==> config.mk <==
export PLATFORM = sky130hd
export DESIGN_NAME = dbd_front
export DESIGN_NICKNAME = d
export VERILOG_FILES = /design/src/sv/dbd_pkg.sv /design/src/sv/dbd_front.sv
export SDC_FILE = /design/constraint.sdc
export NUM_CORES = 1
export LEC_CHECK = 0
export BUFFER_PORTS_ARGS = -buffer_cell sky130_fd_sc_hd__buf_2
export CAP_MARGIN = 40
export CORE_AREA = 2 2 84 86
export DETAILED_ROUTE_END_ITERATION = 12
export DIE_AREA = 0 0 86 88
export GPL_TIMING_DRIVEN = 0
export PLACE_DENSITY = 0.86
export SKIP_CTS_REPAIR_TIMING = 1
export SLEW_MARGIN = 20
export SYNTH_ARGS = -nofsm -noshare
export SYNTH_HDL_FRONTEND = slang
export SYNTH_SLANG_ARGS = --single-unit
==> constraint.sdc <==
create_clock -name clk -period 6.2 [get_ports clk]
set_input_delay 0.31 -clock clk [delete_from_list [all_inputs] [get_ports clk]]
set_output_delay 0.31 -clock clk [all_outputs]
set_load 0.005 [all_outputs]
==> src/sv/dbd_pkg.sv <==
// ----------------------------------------------------------------------------
// dbd_pkg
// Shared types and constants for the detection box decode block.
// ----------------------------------------------------------------------------
package dbd_pkg;

  // Class counter saturates at MAX_CLASSES-1 (class_id is 8 bits wide).
  localparam int unsigned MAX_CLASSES = 256;
  localparam int unsigned CLS_W       = 8;

  // Queue between front and back.
  localparam int unsigned QUEUE_DEPTH = 4;

  localparam int unsigned CFG_DATA_W  = 24;
  localparam int unsigned CFG_IDX_W   = 3;

  typedef enum logic [CFG_IDX_W-1:0] {
    CFG_ORIG_WIDTH     = 3'd0,
    CFG_ORIG_HEIGHT    = 3'd1,
    CFG_PAD_X          = 3'd2,
    CFG_PAD_Y          = 3'd3,
    CFG_INV_SCALE      = 3'd4,
    CFG_CONF_THRESHOLD = 3'd5
  } cfg_idx_t;

  localparam logic [12:0] RST_ORIG_WIDTH     = 13'd640;
  localparam logic [12:0] RST_ORIG_HEIGHT    = 13'd480;
  localparam logic [10:0] RST_PAD_X          = 11'd0;
  localparam logic [10:0] RST_PAD_Y          = 11'd80;
  localparam logic [23:0] RST_INV_SCALE      = 24'd65536;
  localparam logic [15:0] RST_CONF_THRESHOLD = 16'd16384;

  // Register file contents.
  typedef struct packed {
    logic [12:0] orig_width;
    logic [12:0] orig_height;
    logic [10:0] pad_x;
    logic [10:0] pad_y;
    logic [23:0] inv_scale;
    logic [15:0] conf_threshold;
  } cfg_t;

  // One kept prediction handed from front to back.
  typedef struct packed {
    logic [15:0]      center_x;
    logic [15:0]      center_y;
    logic [15:0]      box_w;
    logic [15:0]      box_h;
    logic [15:0]      conf;
    logic [CLS_W-1:0] cls;
    logic [15:0]      pidx;
  } det_t;

  // Queue status seen by the neighbors.
  typedef struct packed {
    logic full;
    logic empty;
  } q_stat_t;

endpackage

==> src/sv/dbd_front.sv <==
// ----------------------------------------------------------------------------
// dbd_front
// Running class maximum and confidence gate; pushes kept predictions.
// ----------------------------------------------------------------------------
module dbd_front #(
  parameter int unsigned MAX_CLASSES = dbd_pkg::MAX_CLASSES
) (
  input  logic                  clk,
  input  logic                  rst_n,
  input  logic                  acc,
  input  logic [15:0]           center_x,
  input  logic [15:0]           center_y,
  input  logic [15:0]           box_w,
  input  logic [15:0]           box_h,
  input  logic [15:0]           class_score,
  input  logic                  last_class,
  input  logic [15:0]           pred_index,
  input  logic [15:0]           conf_threshold,
  output logic                  push,
  output dbd_pkg::det_t         push_det
);

  localparam logic [dbd_pkg::CLS_W-1:0] POS_MAX = dbd_pkg::CLS_W'(MAX_CLASSES - 1);

  logic [15:0]               best_score_r, best_score_nxt;
  logic [dbd_pkg::CLS_W-1:0] best_class_r, best_class_nxt;
  logic [dbd_pkg::CLS_W-1:0] class_pos_r,  class_pos_nxt;
  logic [15:0]               run_score;
  logic [dbd_pkg::CLS_W-1:0] run_class;

  // strict greater: first index wins ties
  always_comb begin
    if (class_score > best_score_r) begin
      run_score = class_score;
      run_class = class_pos_r;
    end else begin
      run_score = best_score_r;
      run_class = best_class_r;
    end
  end

  always_comb begin
    best_score_nxt = best_score_r;
    best_class_nxt = best_class_r;
    class_pos_nxt  = class_pos_r;
    if (acc) begin
      if (last_class) begin
        best_score_nxt = '0;
        best_class_nxt = '0;
        class_pos_nxt  = '0;
      end else begin
        best_score_nxt = run_score;
        best_class_nxt = run_class;
        if (class_pos_r < POS_MAX) begin
          class_pos_nxt = class_pos_r + 1'b1;
        end
      end
    end
  end

  always_ff @(posedge clk) begin
    if (!rst_n) begin
      best_score_r <= '0;
      best_class_r <= '0;
      class_pos_r  <= '0;
    end else begin
      best_score_r <= best_score_nxt;
      best_class_r <= best_class_nxt;
      class_pos_r  <= class_pos_nxt;
    end
  end

  assign push = acc && last_class && (run_score >= conf_threshold);

  always_comb begin
    push_det.center_x = center_x;
    push_det.center_y = center_y;
    push_det.box_w    = box_w;
    push_det.box_h    = box_h;
    push_det.conf     = run_score;
    push_det.cls      = run_class;
    push_det.pidx     = pred_index;
  end

endmodule

==> flow_summary.yaml <==
synth:
  synth_flop_cell: "dfxtp_1"
  syn_area_um2: 2880
  synth_edf_count: 0
  synth_cells: 324
  async_flop_share_pct: 0
  ys_ff_latch: 32
  ys.warnings.count: 0
  syn_avg_cell_area_um2: 8.89
  synthesis.nets: 473
  synth_seq_area_share_pct: 22.2
  ys_types: 39
setup_path:
  cpPeakStageDelay_ns: 0.42
  start_kind: "flip-flop"
  crit_fanout: 10
  arrival_ns: 4.06
  crit_chain: "inv_1 -> ha_1 -> nand4_2 -> nor3_1 -> nor4_1 -> nand3_1 -> nand2_2 -> buf_4 -> mux2_2 -> ha_1 -> a21o_1 -> a21o_1 -> a21oi_1 -> o21ai_0 -> a32o_1 -> buf_2"
  critPathBufInv: 3
  end_kind: "output port"
  slowest_stage: "nor4_1"
  worstSetupPathType: "reg -> out"
  worstPathRequired_ns: 5.89
  cpLargestDelayFamily: "simple AND/OR/NAND/NOR gates"
sta:
  maxSlewHeadroom_pct: 58.1
  post-route-period-util_pct: 70.5
  grt_setup_unrepaired: "no"
  clock_skew_ns: 0.00658
  finalHoldViolations: 0
  report.final.slew_viol_count: 0
  setup_tns_ns: 0
  layout_setup_ws_ns: 1.83
  layout_min_cycle_time_ns: 4.37
  setup_viol: 0
  tightest_slew_ns: 0.622
  max_clock_freq_mhz: 229
place:
  dp_slack_ns: 2.13
  dp_hpwl_um: 6200
  numPortBuffers: 140
  gp_congestion: 0.884
detailed_routing:
  drc: 1
  viasPerCell: 4.92
  avgRoutedWirePerCell_um: 13.5
  drt_iter0_markers: 87
  dr.pass1.iters: 8
  wl_um: 7420
  dr_total_vias: 2712
  antenna_left: 0
global_route:
  grt.total_usage_pct: 18.4
  antenna_found_initial: 0
  top_usage_layer: "met2"
  grt_pass1_vias: 2501
  grtUsageMet2_pct: 33.3
  grt_pass1_wl_um: 11000
  gr-total-overflow: 0
  grt_use_met3_pct: 6.88
  grt_max_degree: 11
  grt_use_met1_pct: 20.3
pwr:
  pwr_density_cell_nw_per_um2: 158
  leakage_uw: 0.00204
  ir_drop_v: 0.0000921
final_layout:
  nFillCells: 586
  num-nets-final: 620
  antenna_cells: 0
  area_growth_pct: 31.1
  utilization_pct: 56.9
  drive_above_1_share_pct: 56.5
  final_common_cell: "buf_2"
  final_cell_mix: "buf_2 (142), buf_4 (82), inv_1 (33), ha_1 (33), dfxtp_1 (32)"
floorplan:
  ios: 221
  start_util_pct: 43.4
  std_cell_rows: 30
  core_um2: 6640
  dieArea_um2: 7570
  die_w_um: 86
  die_height_um: 88
clock_network:
  clk_pin_slew_ns: 0.07
  root_buffer: "clkbuf_8"
  cts_made_buffers: 5
  htreeDepth: 2
  clock_latency_ns: 0.29
  clockBufferDepth: 2
  cts_tree: "done"
  cts.sinks: 32
status:
  status: "complete, but fails checks"
  violations: "design-rule violations"
worst_hold_path:
  hp-class: "in -> reg"
job:
  maxCapViolCount: 0
-- Yosys cell counts, types with 2 or more instances --
cell | n | area [um2]
a21o_1 | 6 | 45.0
a21oi_1 | 12 | 60.1
a22o_1 | 24 | 210
buf_12 | 2 | 40.0
buf_2 | 2 | 10.0
buf_4 | 82 | 616
dfxtp_1 | 32 | 641
ha_1 | 33 | 413
inv_1 | 33 | 124
mux2_2 | 24 | 270
nand2_1 | 15 | 56.3
nand3_1 | 4 | 20.0
nand4_1 | 7 | 43.8
nor2_1 | 7 | 26.3
nor2b_1 | 4 | 25.0
nor3_1 | 4 | 20.0
nor4_1 | 3 | 18.8
o211ai_1 | 2 | 15.0
o21ai_0 | 6 | 30.0
xor2_1 | 3 | 26.3
-- report_power, final --
| group | leakage [uW] | internal [uW] | switching (uW) |
|---|---|---|---|
| clock | 0.0000503 | 98.8 | 77.8 |
| sequential | 0.000259 | 210 | 4.20 |
| combinational | 0.00173 | 117 | 88.3 |
-- sequential cells by signal (all words and copies together), names as in the netlist --
| register | flops |
|---|---|
| best_score_r | 16 |
| best_class_r | 8 |
| class_pos_r | 8 |
-- per-stage QoR --
step           std cells  instance area, um2  hold slack (ns)  total power, uW
2_1_floorplan        324                2880            0.435              349
3_3_place_gp         544                3680            0.456              419
3_5_place_dp         544                3680            0.457              425
4_1_cts              551                3780            0.260              602
5_1_grt              551                3780            0.262              631
6_report             551                3780            0.266              597
-- metal layers --
| layer | vias to the layer above | part of all wire (%) |
|---|---|---|
| met5 | - | 0 |
| met4 | 0 | 0.16 |
| met3 | 2 | 9.8 |
| met2 | 129 | 51 |
| met1 | 1247 | 39 |
| li1 | 1334 | - |
-- logic make-up after synthesis --
group / after synthesis / share of synthesized area (%)
and+or+nand+nor: 51 / 9.43
buffers and inverters: 122 / 28.1
adders and majority gates: 33 / 14.3
muxes: 25 / 9.73
DFF: 32 / 22.2
AOI/OAI and AO/OA: 57 / 15.0
xor gates and xnor gates: 4 / 1.22
-- cell type report --
class                      instances  area, um2  area share, %
multi-input combinational        170       1430           37.9
sequential                        32        641           17.0
timing repair buffer             140        701           18.5
clock buffer                       7       96.3           2.55
tap                               80        100           2.65
buffer                            88        681           18.0
inverter                          34        128           3.38
-- worst paths after layout --
check | start | endpoint | slack [ns] | cells past startpoint
setup reg to reg | best_score_r[15] | best_class_r[7] | 3.79 | 10
hold reg to reg | best_class_r[6] | best_class_r[6] | 0.48 | 1
hold / removal | class_score[11] | best_score_r[11] | 0.27 | 2
setup / recovery | best_score_r[15] | push | 1.83 | 16
No activity file was read; power rests on OpenSTA's default activity.
