### config.mk
export PLATFORM = sky130hd
export DESIGN_NAME = dbd_queue
export DESIGN_NICKNAME = d
export VERILOG_FILES = /design/src/sv/dbd_pkg.sv /design/src/sv/dbd_queue.sv
export SDC_FILE = /design/constraint.sdc
export NUM_CORES = 1
export LEC_CHECK = 0
export BUFFER_PORTS_ARGS = -buffer_cell sky130_fd_sc_hd__clkbuf_2
export CORE_MARGIN = 2
export CORE_UTILIZATION = 40
export CTS_BUF_LIST = sky130_fd_sc_hd__clkbuf_8
export CTS_CLUSTER_SIZE = 12
export DETAILED_ROUTE_END_ITERATION = 7
export SLEW_MARGIN = 20
export SYNTH_ARGS = -nofsm -noshare
export SYNTH_HDL_FRONTEND = slang
export SYNTH_SLANG_ARGS = --single-unit
### constraint.sdc
create_clock -name clk -period 4.3 [get_ports clk]
set_input_delay 0.43 -clock clk [delete_from_list [all_inputs] [get_ports clk]]
set_output_delay 0.43 -clock clk [all_outputs]
set_load 0.05 [all_outputs]
### src/sv/dbd_pkg.sv
// ----------------------------------------------------------------------------
// dbd_pkg
// Shared types and constants for the detection box decode block.
// ----------------------------------------------------------------------------
package dbd_pkg;

  // Class counter saturates at MAX_CLASSES-1 (class_id is 8 bits wide).
  localparam int unsigned MAX_CLASSES = 256;
  localparam int unsigned CLS_W       = 8;

  // Queue between front and back.
  localparam int unsigned QUEUE_DEPTH = 4;

  localparam int unsigned CFG_DATA_W  = 24;
  localparam int unsigned CFG_IDX_W   = 3;

  typedef enum logic [CFG_IDX_W-1:0] {
    CFG_ORIG_WIDTH     = 3'd0,
    CFG_ORIG_HEIGHT    = 3'd1,
    CFG_PAD_X          = 3'd2,
    CFG_PAD_Y          = 3'd3,
    CFG_INV_SCALE      = 3'd4,
    CFG_CONF_THRESHOLD = 3'd5
  } cfg_idx_t;

  localparam logic [12:0] RST_ORIG_WIDTH     = 13'd640;
  localparam logic [12:0] RST_ORIG_HEIGHT    = 13'd480;
  localparam logic [10:0] RST_PAD_X          = 11'd0;
  localparam logic [10:0] RST_PAD_Y          = 11'd80;
  localparam logic [23:0] RST_INV_SCALE      = 24'd65536;
  localparam logic [15:0] RST_CONF_THRESHOLD = 16'd16384;

  // Register file contents.
  typedef struct packed {
    logic [12:0] orig_width;
    logic [12:0] orig_height;
    logic [10:0] pad_x;
    logic [10:0] pad_y;
    logic [23:0] inv_scale;
    logic [15:0] conf_threshold;
  } cfg_t;

  // One kept prediction handed from front to back.
  typedef struct packed {
    logic [15:0]      center_x;
    logic [15:0]      center_y;
    logic [15:0]      box_w;
    logic [15:0]      box_h;
    logic [15:0]      conf;
    logic [CLS_W-1:0] cls;
    logic [15:0]      pidx;
  } det_t;

  // Queue status seen by the neighbors.
  typedef struct packed {
    logic full;
    logic empty;
  } q_stat_t;

endpackage

### src/sv/dbd_queue.sv
// ----------------------------------------------------------------------------
// dbd_queue
// Small register queue between front and back.
// ----------------------------------------------------------------------------
module dbd_queue (
  input  logic              clk,
  input  logic              rst_n,
  input  logic              push,
  input  dbd_pkg::det_t     push_det,
  input  logic              pop,
  output dbd_pkg::det_t     pop_det,
  output dbd_pkg::q_stat_t  stat
);

  localparam int unsigned PTR_W = (dbd_pkg::QUEUE_DEPTH > 1) ? $clog2(dbd_pkg::QUEUE_DEPTH) : 1;
  localparam int unsigned CNT_W = $clog2(dbd_pkg::QUEUE_DEPTH + 1);
  localparam logic [CNT_W-1:0] DEPTH_C = CNT_W'(dbd_pkg::QUEUE_DEPTH);
  localparam logic [PTR_W-1:0] LAST_P  = PTR_W'(dbd_pkg::QUEUE_DEPTH - 1);

  dbd_pkg::det_t      mem_r [dbd_pkg::QUEUE_DEPTH];
  logic [PTR_W-1:0]   wr_ptr_r, wr_ptr_nxt;
  logic [PTR_W-1:0]   rd_ptr_r, rd_ptr_nxt;
  logic [CNT_W-1:0]   count_r,  count_nxt;
  logic               do_push, do_pop;

  assign stat.full  = (count_r == DEPTH_C);
  assign stat.empty = (count_r == '0);
  assign do_push    = push && !stat.full;
  assign do_pop     = pop && !stat.empty;
  assign pop_det    = mem_r[rd_ptr_r];

  always_comb begin
    wr_ptr_nxt = wr_ptr_r;
    rd_ptr_nxt = rd_ptr_r;
    count_nxt  = count_r;
    if (do_push) begin
      wr_ptr_nxt = (wr_ptr_r == LAST_P) ? '0 : wr_ptr_r + 1'b1;
    end
    if (do_pop) begin
      rd_ptr_nxt = (rd_ptr_r == LAST_P) ? '0 : rd_ptr_r + 1'b1;
    end
    if (do_push && !do_pop) begin
      count_nxt = count_r + 1'b1;
    end else if (do_pop && !do_push) begin
      count_nxt = count_r - 1'b1;
    end
  end

  always_ff @(posedge clk) begin
    if (!rst_n) begin
      wr_ptr_r <= '0;
      rd_ptr_r <= '0;
      count_r  <= '0;
    end else begin
      wr_ptr_r <= wr_ptr_nxt;
      rd_ptr_r <= rd_ptr_nxt;
      count_r  <= count_nxt;
    end
  end

  always_ff @(posedge clk) begin
    if (do_push) begin
      mem_r[wr_ptr_r] <= push_det;
    end
  end

endmodule

==> summary.md, run 1 <==
| Metric | Value |
|---|---|
| 1st-iter DRT viols | 392 |
| Slowest-stage cell, CP | dfxtp_4 |
| R2r startpoint | count_r[0]$_SDFFE_PN0P_ |
| Die height | 200.8 µm |
| Worst-path clk slew | 60 ps |
| Startpoint types | flop |
| Post-synth top area share | 0.8060 |
| Final Skew | 28.57 ps |
| FMAX | 327.1 MHz |
| # setup viols final | 0 |
| Detail Placement HPWL | 16870 µm |
| Register area share after synthesis | 0.8176 |
| Rel. slew slack | 0.5006 |
| Top-count cell post-synth | edfxtp_1 |
| Peak supply drop | 0.4031 mV |
| HP Start | push_det[20] |
| Period Utilization, post-route | 0.7109 |
| Critical-path cell list | buf_12 > mux4_2 > clkbuf_2 |
| Final worst path period need | 3057 ps |
| CTS Buf Count | between 70 and 80 |
| ANT nets after route | 0 |
| Antenna violations before repair | 0 |
| H-tree depth | 3 |
| R2R Setup Slk | 1820 ps |
| Worst-Skew Late Latency | 600 ps |
| Final core occ | 0.4925 |
| Leakage | 6.453 nW |
| Post-synth ARST share | 0 |
| Core area | 0.03847 mm² |
| CTS tree | yes |
| Worst slew pin tran | between 700 and 800 ps |
| Post-Syn Area per Cell | 26.05 µm² |
| TNS Setup | 0 ps |
| RSZ-0062 raised after global routing | no |
| Area contributors post-synth | edfxtp_1 (81%), mux4_2 (15%), dfxtp_1 (1.2%) |
| Main synth FF type | edfxtp_1 |
| Root Buffer Master | clkbuf_8 |
| CP max stage delay | around 620 ps |
| Gr usage total | 0.1503 |
| Syn nets | 710 |
| Final hold vios | 0 |
| Initial Util | 0.4029 |
| Slew Limit Fails | 0 |
| Fraction of final layout cells sized beyond drive strength 1 | 0.4417 |
| Post-DR wirelength/cell | between 15 and 20 µm |
| Post-synth top cells | edfxtp_1 (416), mux4_2 (104), buf_2 (11) |
| Filler instances | 3156 |
| Core Rows | 72 |
| Worst path required time | 3870 ps |
| Pin count of the biggest net entering global routing | 69 |
| Crit path DAT | 2630 ps |
| HP Class | input pin to flop |
| RePlAce Congestion | 0.6654 |
| Number of vias per cell | 4.844 |
| ANT cells | 0 |
| DR DRC count | 0 |
| Max_cap viols | 0 |
| Hold buffers post-CTS | 45 |
| Synth Instances | approximately 600 |
| Synthesized area | ~0.015 mm² |
| P&R area growth vs syn | 22.23% |
| First-pass GRT wire length | around 46000 µm |
| Crit path max fanout | 61 |
| Final wirelength | 29520 µm |
| GRT overflow | 0 |
| Vias in the first global route | roughly 8000 |
| DR pass1 iterations | 5 |
| Port Buffers | 213 |
| Clock sink count | 425 |
| CTS resizes | 0 |
| Die area | 0.04034 mm² |
| Layout Nets | 1026 |
| EDFF count, synth | 416 |
| Number of setup buffers added after CTS | 0 |
| Pwr per Cell Area | around 650 mW/mm² |
| Status | completed |
| DR vias | roughly 7200 |
| IO Count | 214 |
| Synth area leader | edfxtp_1 |
| Max Root-Sink Buffers | 3 |
| Crit Path Class | flop to output pin |
| YS warnings | 0 |
| Die Wd | between 200 and 250 µm |
| Netlist cell types | 24 |
| Worst setup EP type | output pin |
| Seq cells post-synth | 425 |
## layout by cell type (no fill, tap or decap), types with 5 or more instances in the layout
master           n
buf_12           6
buf_4            5
clkbuf_2       213
clkbuf_8        74
clkinv_1        16
clkinv_2        10
dfxtp_1          7
dlygate4sd3_1   45
edfxtp_1       416
ha_1             6
inv_1           19
mux4_2         104
nand2_1          6
## registers in the layout, indices dropped and copies added, names as in the netlist, named ones only
name and count:
wr_ptr_r 2, count_r 3, mem_r 416, rd_ptr_r 2
## critical path: cells and delay by family (launching register included)
kind,cells,cell delay (ps)
buffers and inverters,2,730
flip-flops,1,620
multiplexers,1,620
## metrics by stage
stage               hold slack, ps  setup slack, ps  instance area [µm²]  total power [mW]  instances
finish                       51.78             1243                18940             12.23       1478
global route                 15.12            990.1                18940             12.79       1478
CTS                         0.1089             1086                18940             12.45       1478
detailed placement           499.9             1735                17190             9.064       1311
global placement             486.5             1734                17190             9.042       1311
floorplan                    467.7            320.4                15500             8.247        595
## layout make-up
cell class                 instances  area, µm²  share of cell area
clock buffer                      74       1018             0.05376
clock inverter                    48      284.0             0.01499
inverter                           3      11.26           0.0005945
multi-input combinational        141       2628              0.1387
sequential                       425      12680              0.6694
tap                              518      648.1             0.03421
timing repair buffer             269       1674             0.08838
## kinds of logic after synthesis
| group | Yosys count | synth area share |
|---|---|---|
| DFF | 425 | 0.8176 |
| AOI/OAI and AO/OA | 5 | 0.001938 |
| adders and majority gates | 7 | 0.006135 |
| xor gates and xnor gates | 2 | 0.001130 |
| muxes | 107 | 0.1531 |
| buffers and inverters | 29 | 0.01348 |
| and+or+nand+nor | 20 | 0.006620 |
## power breakdown
| part | internal (mW) | switching (mW) | leakage (nW) |
|---|---|---|---|
| Sequential | 5.05 | 0.175 | 3.89 |
| Clock | 1.77 | 1.53 | 0.729 |
| Combinational | 1.12 | 2.59 | 1.84 |
| Total | 7.94 | 4.29 | 6.45 |
## path summary, 6_finish.rpt
check	end	cells past startpoint
max	pop_det[7]	3
min	mem_r[3][20]$_DFFE_PP_	1
max reg2reg	mem_r[0][83]$_DFFE_PP_	4
min reg2reg	flop	2
## per-layer routing
layer | part of all wire | GRT usage | routed length, µm
met3 | 0.075 | 0.05032 | 2210
met2 | 0.48 | 0.2380 | 14110
met5 | 0 | 0 | 0
met4 | 0.023 | 0.05979 | 674
met1 | 0.42 | 0.1926 | 12530
Power figures use the tool's default switching activity.
==> inputs of run 2 (changes only) <==
--- a/config.mk
+++ b/config.mk
@@ -5,6 +5,7 @@
 export SDC_FILE = /design/constraint.sdc
 export NUM_CORES = 1
 export LEC_CHECK = 0
+export ABC_AREA = 1
 export BUFFER_PORTS_ARGS = -buffer_cell sky130_fd_sc_hd__clkbuf_2
 export CORE_MARGIN = 2
 export CORE_UTILIZATION = 40
==> constraint.sdc (replaced) <==
create_clock -name clk -period 2.5 [get_ports clk]
set_input_delay 0.25 -clock clk [delete_from_list [all_inputs] [get_ports clk]]
set_output_delay 0.25 -clock clk [all_outputs]
set_load 0.05 [all_outputs]
==> run 2 against run 1 <==
  * Non-clock buffer count grew 74
  * Worst hold slack better by 88 ps
  * Register-to-register slack got worse by 1600 ps
  * Clock power is 66% higher
  * Total power is 91% higher
  * Setup slack lost 1200 ps
  * Final cell count increased by 36%
  * Wire length grew 24%
  * Clock-buffer cell count unchanged
  * Cell area grew 7.1%
  * Critical endpoint is now pop_det[8]
==> summary.md, run 2 <==
| Metric | Value |
|---|---|
| CTS tree | yes (unchanged) |
| Crit path max fanout | 53 (was 61) |
| FMAX | between 400 and 500 MHz |
| Core Rows | 73 (was 72) |
| DR vias | 10140 (was 7160) |
| Status | completed (unchanged) |
| Synth area leader | edfxtp_1 (unchanged) |
| Period Utilization, post-route | 0.9742 |
| Syn nets | 1192 (was 710) |
| Post-synth top cells | edfxtp_1 (416), nor2_1 (206), o21ai_0 (183) (was edfxtp_1 (416), mux4_2 (104), buf_2 (11)) |
| Fin Hold WS | 139.9 ps (was 51.78 ps) |
| Commonest non-fill, non-tap cell in the layout | edfxtp_1 (unchanged) |
| Vias in the first global route | 10270 (was 8018) |
| Worst Hold Path Cells | 4 (was 1) |
| Antenna violations before repair | 2 (was 0) |
| Peak supply drop | 0.9082 mV (was 0.4031 mV) |
| Layout Nets | 1541 (was 1026) |
| YS warnings | 0 (unchanged) |
| Worst slew pin tran | 614.9 ps (was 749.1 ps) |
| Final wirelength | 36740 µm (was 29520 µm) |
| Final hold vios | 0 (unchanged) |
| DR pass1 iterations | 5 (unchanged) |
| Worst path required time | 2250 ps (was 3870 ps) |
| Most frequent cells in the layout | edfxtp_1 (416), nor2_1 (201), clkbuf_2 (190) (was edfxtp_1 (416), clkbuf_2 (213), mux4_2 (104)) |
| Initial Util | 0.4044 (was 0.4029) |
| Gr usage total | 0.1754 (was 0.1503) |
| Area contributors post-synth | edfxtp_1 (78%), o21ai_0 (5.7%), nor2_1 (4.8%) (was edfxtp_1 (81%), mux4_2 (15%), dfxtp_1 (1.2%)) |
| Synth Instances | 1077 (was 595) |
| Detail Placement HPWL | 19380 µm (was 16870 µm) |
| R2R Setup Slk | 190 ps (was 1820 ps) |
| Hold EP | wr_ptr_r[0]$_SDFFE_PN0P_ (was mem_r[3][20]$_DFFE_PP_) |
| Overall Power | 23.33 mW (was 12.23 mW) |
| EDFF count, synth | 416 (unchanged) |
| Synthesized area | 0.01607 mm² (was 0.01550 mm²) |
| Fraction of final layout cells sized beyond drive strength 1 | 0.2534 (was 0.4417) |
| Leakage | 7.265 nW (was 6.453 nW) |
| Post-synth ARST share | 0 (unchanged) |
| FF-to-FF path depth | 7 (was 4) |
| Worst-Skew Late Latency | 610 ps (was 600 ps) |
| CTS Buf Count | 71 (unchanged) |
| Crit Reg-Reg Endpoint | wr_ptr_r[1]$_SDFFE_PN0P_ (was mem_r[0][83]$_DFFE_PP_) |
| Post-synth top area share | 0.7775 (was 0.8060) |
| Die area | 0.04179 mm² (was 0.04034 mm²) |
| P&R area growth vs syn | 26.25% (was 22.23%) |
| Slew Limit Fails | 0 (unchanged) |
| Final Skew | 20.75 ps (was 28.57 ps) |
| Die Wd | 204.4 µm (was 200.8 µm) |
| Seq cells post-synth | 425 (unchanged) |
| Netlist cell types | 24 (unchanged) |
| Regs by FF count | mem_r x416, count_r x3 (unchanged) |
| Post-Syn Area per Cell | 14.92 µm² (was 26.05 µm²) |
| Main synth FF type | edfxtp_1 (unchanged) |
| DR DRC count | 0 (unchanged) |
| Register area share after synthesis | 0.7887 (was 0.8176) |
| Die height | 204.4 µm (was 200.8 µm) |
| Pin count of the biggest net entering global routing | 69 (unchanged) |
| R2r startpoint | wr_ptr_r[1]$_SDFFE_PN0P_ (was count_r[0]$_SDFFE_PN0P_) |
| 1st-iter DRT viols | 601 (was 392) |
| Worst-path clk slew | 50 ps (was 60 ps) |
| Final core occ | 0.5105 (was 0.4925) |
| RePlAce Congestion | 0.7124 (was 0.6654) |
| Top-count cell post-synth | edfxtp_1 (unchanged) |
| Port Buffers | 213 (unchanged) |
| IO Count | 214 (unchanged) |
| HP Class | input pin to flop (unchanged) |
| GRT overflow | 0 (unchanged) |
| Worst setup EP type | output pin (unchanged) |
| Final worst path period need | 2435 ps |
| Largest register FFs | 416 (unchanged) |
| Rel. slew slack | 0.5901 (was 0.5006) |
| Max_cap viols | 0 (unchanged) |
| Clock sink count | 425 (unchanged) |
| HP Start | push (was push_det[20]) |
| Crit path DAT | 2190 ps (was 2630 ps) |
| Startpoint types | flop (unchanged) |
| Crit Path Class | flop to output pin (unchanged) |
| RSZ-0062 raised after global routing | no (unchanged) |
| Pwr per Cell Area | 1150 mW/mm² (was 645.6 mW/mm²) |
| TNS Setup | 0 ps (unchanged) |
| Top reg by flops | mem_r (unchanged) |
| Post-DR wirelength/cell | 18.32 µm (was 19.97 µm) |
| ANT nets after route | 0 (unchanged) |
| # setup viols final | 0 (unchanged) |
| Number of vias per cell | 5.054 (was 4.844) |
| First-pass GRT wire length | 56260 µm (was 45730 µm) |
| Root Buffer Master | clkbuf_8 (unchanged) |
| Max Root-Sink Buffers | 3 (unchanged) |
| Core area | 0.03973 mm² (was 0.03847 mm²) |
| H-tree depth | 3 (unchanged) |
## run 2: per-stage QoR
step	setup WS [ps]	cells	instance area (µm²)
2_1_floorplan	-86.12	1077	16110
3_3_place_gp	500.1	1769	17790
3_5_place_dp	464.2	1769	17790
4_1_cts	-2.769	2004	20200
5_1_grt	5.530	2005	20280
6_report	64.57	2006	20280
## run 2: final cells by class
cell class	count	area, µm²
diodes	1	2.502
clock buffers	74	1018
clock inverters	53	247.7
fillers	3347	19450
inverters	19	85.08
multi-input cells	566	2954
flip-flops and latches	425	12680
well taps	525	656.9
repair buffers	343	2638
## run 2: kinds of logic after synthesis
family,count (synthesis),share of synthesized area
AND/OR/NAND/NOR,243,0.06020
adder cells (fa/ha/maj),7,0.005918
AO/OA/AOI/OAI,316,0.1143
flip-flops,425,0.7887
buffers and inverters,86,0.03084
## run 2: routing by layer
layer	routed length, µm	vias up	track usage	share of wire
met1	16460	5008	0.2355	0.45
met3	2187	46	0.04018	0.060
met5	13	-	0	0.00035
met4	596	2	0.05849	0.016
li1	-	4762	-	-
met2	17480	320	0.2827	0.48
## run 2: power by group
group | internal, mW | switching [mW] | total, mW
Clock | 2.84 | 2.64 | 5.48
Combinational | 2.21 | 6.71 | 8.92
Sequential | 8.68 | 0.253 | 8.94
Total | 13.7 | 9.60 | 23.3
## run 2: worst max-delay path by stage
stage / slack, ps / end / cells after the start
final: 60 / pop_det[8] / 5
after global routing: 6 / pop_det[8] / 5
after CTS: -3 / pop_det[76] / 5
after detailed placement: 460 / pop_det[4] / 4
after global placement: 500 / pop_det[4] / 4
after floorplan: -90 / mem_r[0][0]$_DFFE_PP_ / 4
## run 2: critical path, cell delays in order (launching register included)
cell,delay (ps)
dfxtp_4,450
clkinv_2,130
buf_12,240
o21ai_0,140
o22ai_1,270
clkbuf_4,310
## run 2: timing repair
| action | in CTS | in global routing |
|---|---|---|
| resized for setup | 18 | 25 |
| hold endpoints to repair | 425 | 0 |
| buffers inserted | 1 | 0 |
| hold buffers | 107 | 0 |
| setup endpoints to repair | 92 | 53 |
| gates cloned | 0 | 1 |
==> inputs of run 3 (changes only) <==
--- a/config.mk
+++ b/config.mk
@@ -7,6 +7,7 @@
 export LEC_CHECK = 0
 export ABC_AREA = 1
 export BUFFER_PORTS_ARGS = -buffer_cell sky130_fd_sc_hd__clkbuf_2
+export CORE_ASPECT_RATIO = 0.5
 export CORE_MARGIN = 2
 export CORE_UTILIZATION = 40
 export CTS_BUF_LIST = sky130_fd_sc_hd__clkbuf_8
==> run 3 against run 2 <==
  * Non-clock buffer count grew 6
  * Sequential share of layout area shrank 2.6 points
  * Critical path depth is the same
  * Cell area grew 4.3%
  * Clock power shrank 9.7%
==> summary.md, run 3 (synthesis results as in run 2) <==
| Metric | Value |
|---|---|
| Slew Limit Fails | 0 (unchanged) |
| # placed instances | 1774 (was 1769) |
| CTS Buf Count | 59 (was 71) |
| Worst-path clk slew | 70 ps (was 50 ps) |
| RSZ-0062 raised after global routing | yes (was no) |
| Die Wd | 287.4 µm (was 204.4 µm) |
| H-tree depth | 2 (was 3) |
| P&R area growth vs syn | 31.65% (was 26.25%) |
| Die area | 0.04188 mm² (was 0.04179 mm²) |
| Max Root-Sink Buffers | 3 (unchanged) |
| Crit path DAT | 2140 ps (was 2190 ps) |
| Final worst path period need | 2391 ps (was 2435 ps) |
| Crit Path Class | flop to output pin (unchanged) |
| Top reg by flops | mem_r (unchanged) |
| Post-DR wirelength/cell | 19.56 µm (was 18.32 µm) |
| Gr usage total | 0.1819 (was 0.1754) |
| Root Buffer Master | clkbuf_8 (unchanged) |
| # setup viols final | 0 (unchanged) |
| Final wirelength | 39050 µm (was 36740 µm) |
| Max_cap viols | 0 (unchanged) |
| Crit path max fanout | 22 (was 53) |
| RePlAce Congestion | 0.7165 (was 0.7124) |
| Initial Util | 0.4094 (was 0.4044) |
| Worst slew pin tran | 435.9 ps (was 614.9 ps) |
| Startpoint types | flop (unchanged) |
| Peak supply drop | 0.4449 mV (was 0.9082 mV) |
| CP max stage delay | 540 ps (was 450 ps) |
| Fraction of final layout cells sized beyond drive strength 1 | 0.2510 (was 0.2534) |
| HP Class | input pin to flop (unchanged) |
| Commonest non-fill, non-tap cell in the layout | edfxtp_1 (unchanged) |
| GRT overflow | 0 (unchanged) |
| Rel. slew slack | 0.7094 (was 0.5901) |
| Slowest-stage cell, CP | dfxtp_4 (unchanged) |
| Detail Placement HPWL | 20890 µm (was 19380 µm) |
| Worst path required time | 2250 ps (about the same) |
| Regs by FF count | mem_r x416, count_r x3 (unchanged) |
| Pin count of the biggest net entering global routing | 60 (was 69) |
| Port Buffers | 213 (unchanged) |
| Clock sink count | 425 (unchanged) |
| Final Skew | 13.87 ps (was 20.75 ps) |
| Leakage | 7.582 nW (was 7.265 nW) |
| Worst-Skew Late Latency | 600 ps (was 610 ps) |
| TNS Setup | 0 ps (unchanged) |
| Layout Nets | 1535 (was 1541) |
| Non-Filler Instances | 1997 (was 2006) |
| Largest register FFs | 416 (unchanged) |
| FMAX | 418.3 MHz (was 410.6 MHz) |
| CTS tree | yes (unchanged) |
| Core area | 0.03924 mm² (was 0.03973 mm²) |
| First-pass GRT wire length | 59000 µm (was 56260 µm) |
| DR pass1 iterations | 5 (unchanged) |
| Status | completed (unchanged) |
| Most frequent cells in the layout | edfxtp_1 (416), nor2_1 (201), o21ai_0 (183) (was edfxtp_1 (416), nor2_1 (201), clkbuf_2 (190)) |
| IO Count | 214 (unchanged) |
| Antenna violations before repair | 1 (was 2) |
| Die height | 145.7 µm (was 204.4 µm) |
| Final hold vios | 0 (unchanged) |
| Number of vias per cell | 5.147 (was 5.054) |
| Vias in the first global route | 10880 (was 10270) |
| 1st-iter DRT viols | 643 (was 601) |
| Pwr per Cell Area | 1189 mW/mm² (was 1150 mW/mm²) |
| Critical-path cell list | buf_4 > clkbuf_16 > nor2_2 > o22ai_2 > clkbuf_2 (was clkinv_2 > buf_12 > o21ai_0 > o22ai_1 > clkbuf_4) |
| DR vias | 10280 (was 10140) |
| DR DRC count | 0 (unchanged) |
| ANT nets after route | 0 (unchanged) |
| Period Utilization, post-route | 0.9563 (was 0.9742) |
| Core Rows | 51 (was 73) |
| Worst setup EP type | output pin (unchanged) |
-- run 3: per-layer routing --
layer | global-route usage | share of wire
met3 | 0.03197 | 0.046
met4 | 0.05755 | 0.023
met1 | 0.2219 | 0.40
met5 | 0 | 0
met2 | 0.3276 | 0.53
-- run 3: timing repair --
action	in CTS	in global routing
hold buffers	107	0
gates cloned	2	2
setup endpoints to repair	66	35
endpoints found under the hold margin	425	0
setup buffers	4	0
gates resized for setup	9	15
-- run 3: final cells by class --
class	count	area, µm²
repair buffers	349	3665
diodes	1	2.502
clock buffers	61	839.6
well taps	530	663.1
fillers	3174	18090
inverters	19	83.83
clock inverters	46	230.2
multi-input cells	566	2985
flip-flops and latches	425	12680
-- run 3: final timing paths --
path	from	end	slack, ps	cells after the start
hold / removal	push	wr_ptr_r[0]$_SDFFE_PN0P_	80	4
setup / recovery	flop	pop_det[79]	110	5
setup reg to reg	wr_ptr_r[0]$_SDFFE_PN0P_	wr_ptr_r[1]$_SDFFE_PN0P_	270	7
hold reg to reg	count_r[0]$_SDFFE_PN0P_	count_r[0]$_SDFFE_PN0P_	510	2
-- run 3: through the flow --
stage / total power [mW] / util / instance area, µm² / worst slack (ps) / hold slack, ps
after global placement: 19.71 / 0.4785 / 18780 / 601.9 / 462.2
after global routing: 26.17 / 0.5390 / 21150 / -1.345 / 71.42
after detailed placement: 19.89 / 0.4785 / 18780 / 577.9 / 471.1
final: 25.15 / 0.5390 / 21150 / 109.2 / 83.83
after floorplan: 15.41 / - / 16110 / -86.12 / 348.9
after CTS: 25.24 / 0.5366 / 21060 / 12.56 / 39.63
-- run 3: power by group --
part	total, mW	leakage, nW	switching [mW]	internal (mW)
logic	11.3	3.06	7.24	4.02
registers	8.95	3.89	0.271	8.68
clock network	4.95	0.639	2.50	2.45
-- run 3: worst max-delay path, delay by kind of cell (launching register included) --
family	cells	cell delay, ps
buffers and inverters	3	800
flip-flops	1	540
AO/OA/AOI/OAI	1	110
AND/OR/NAND/NOR	1	70
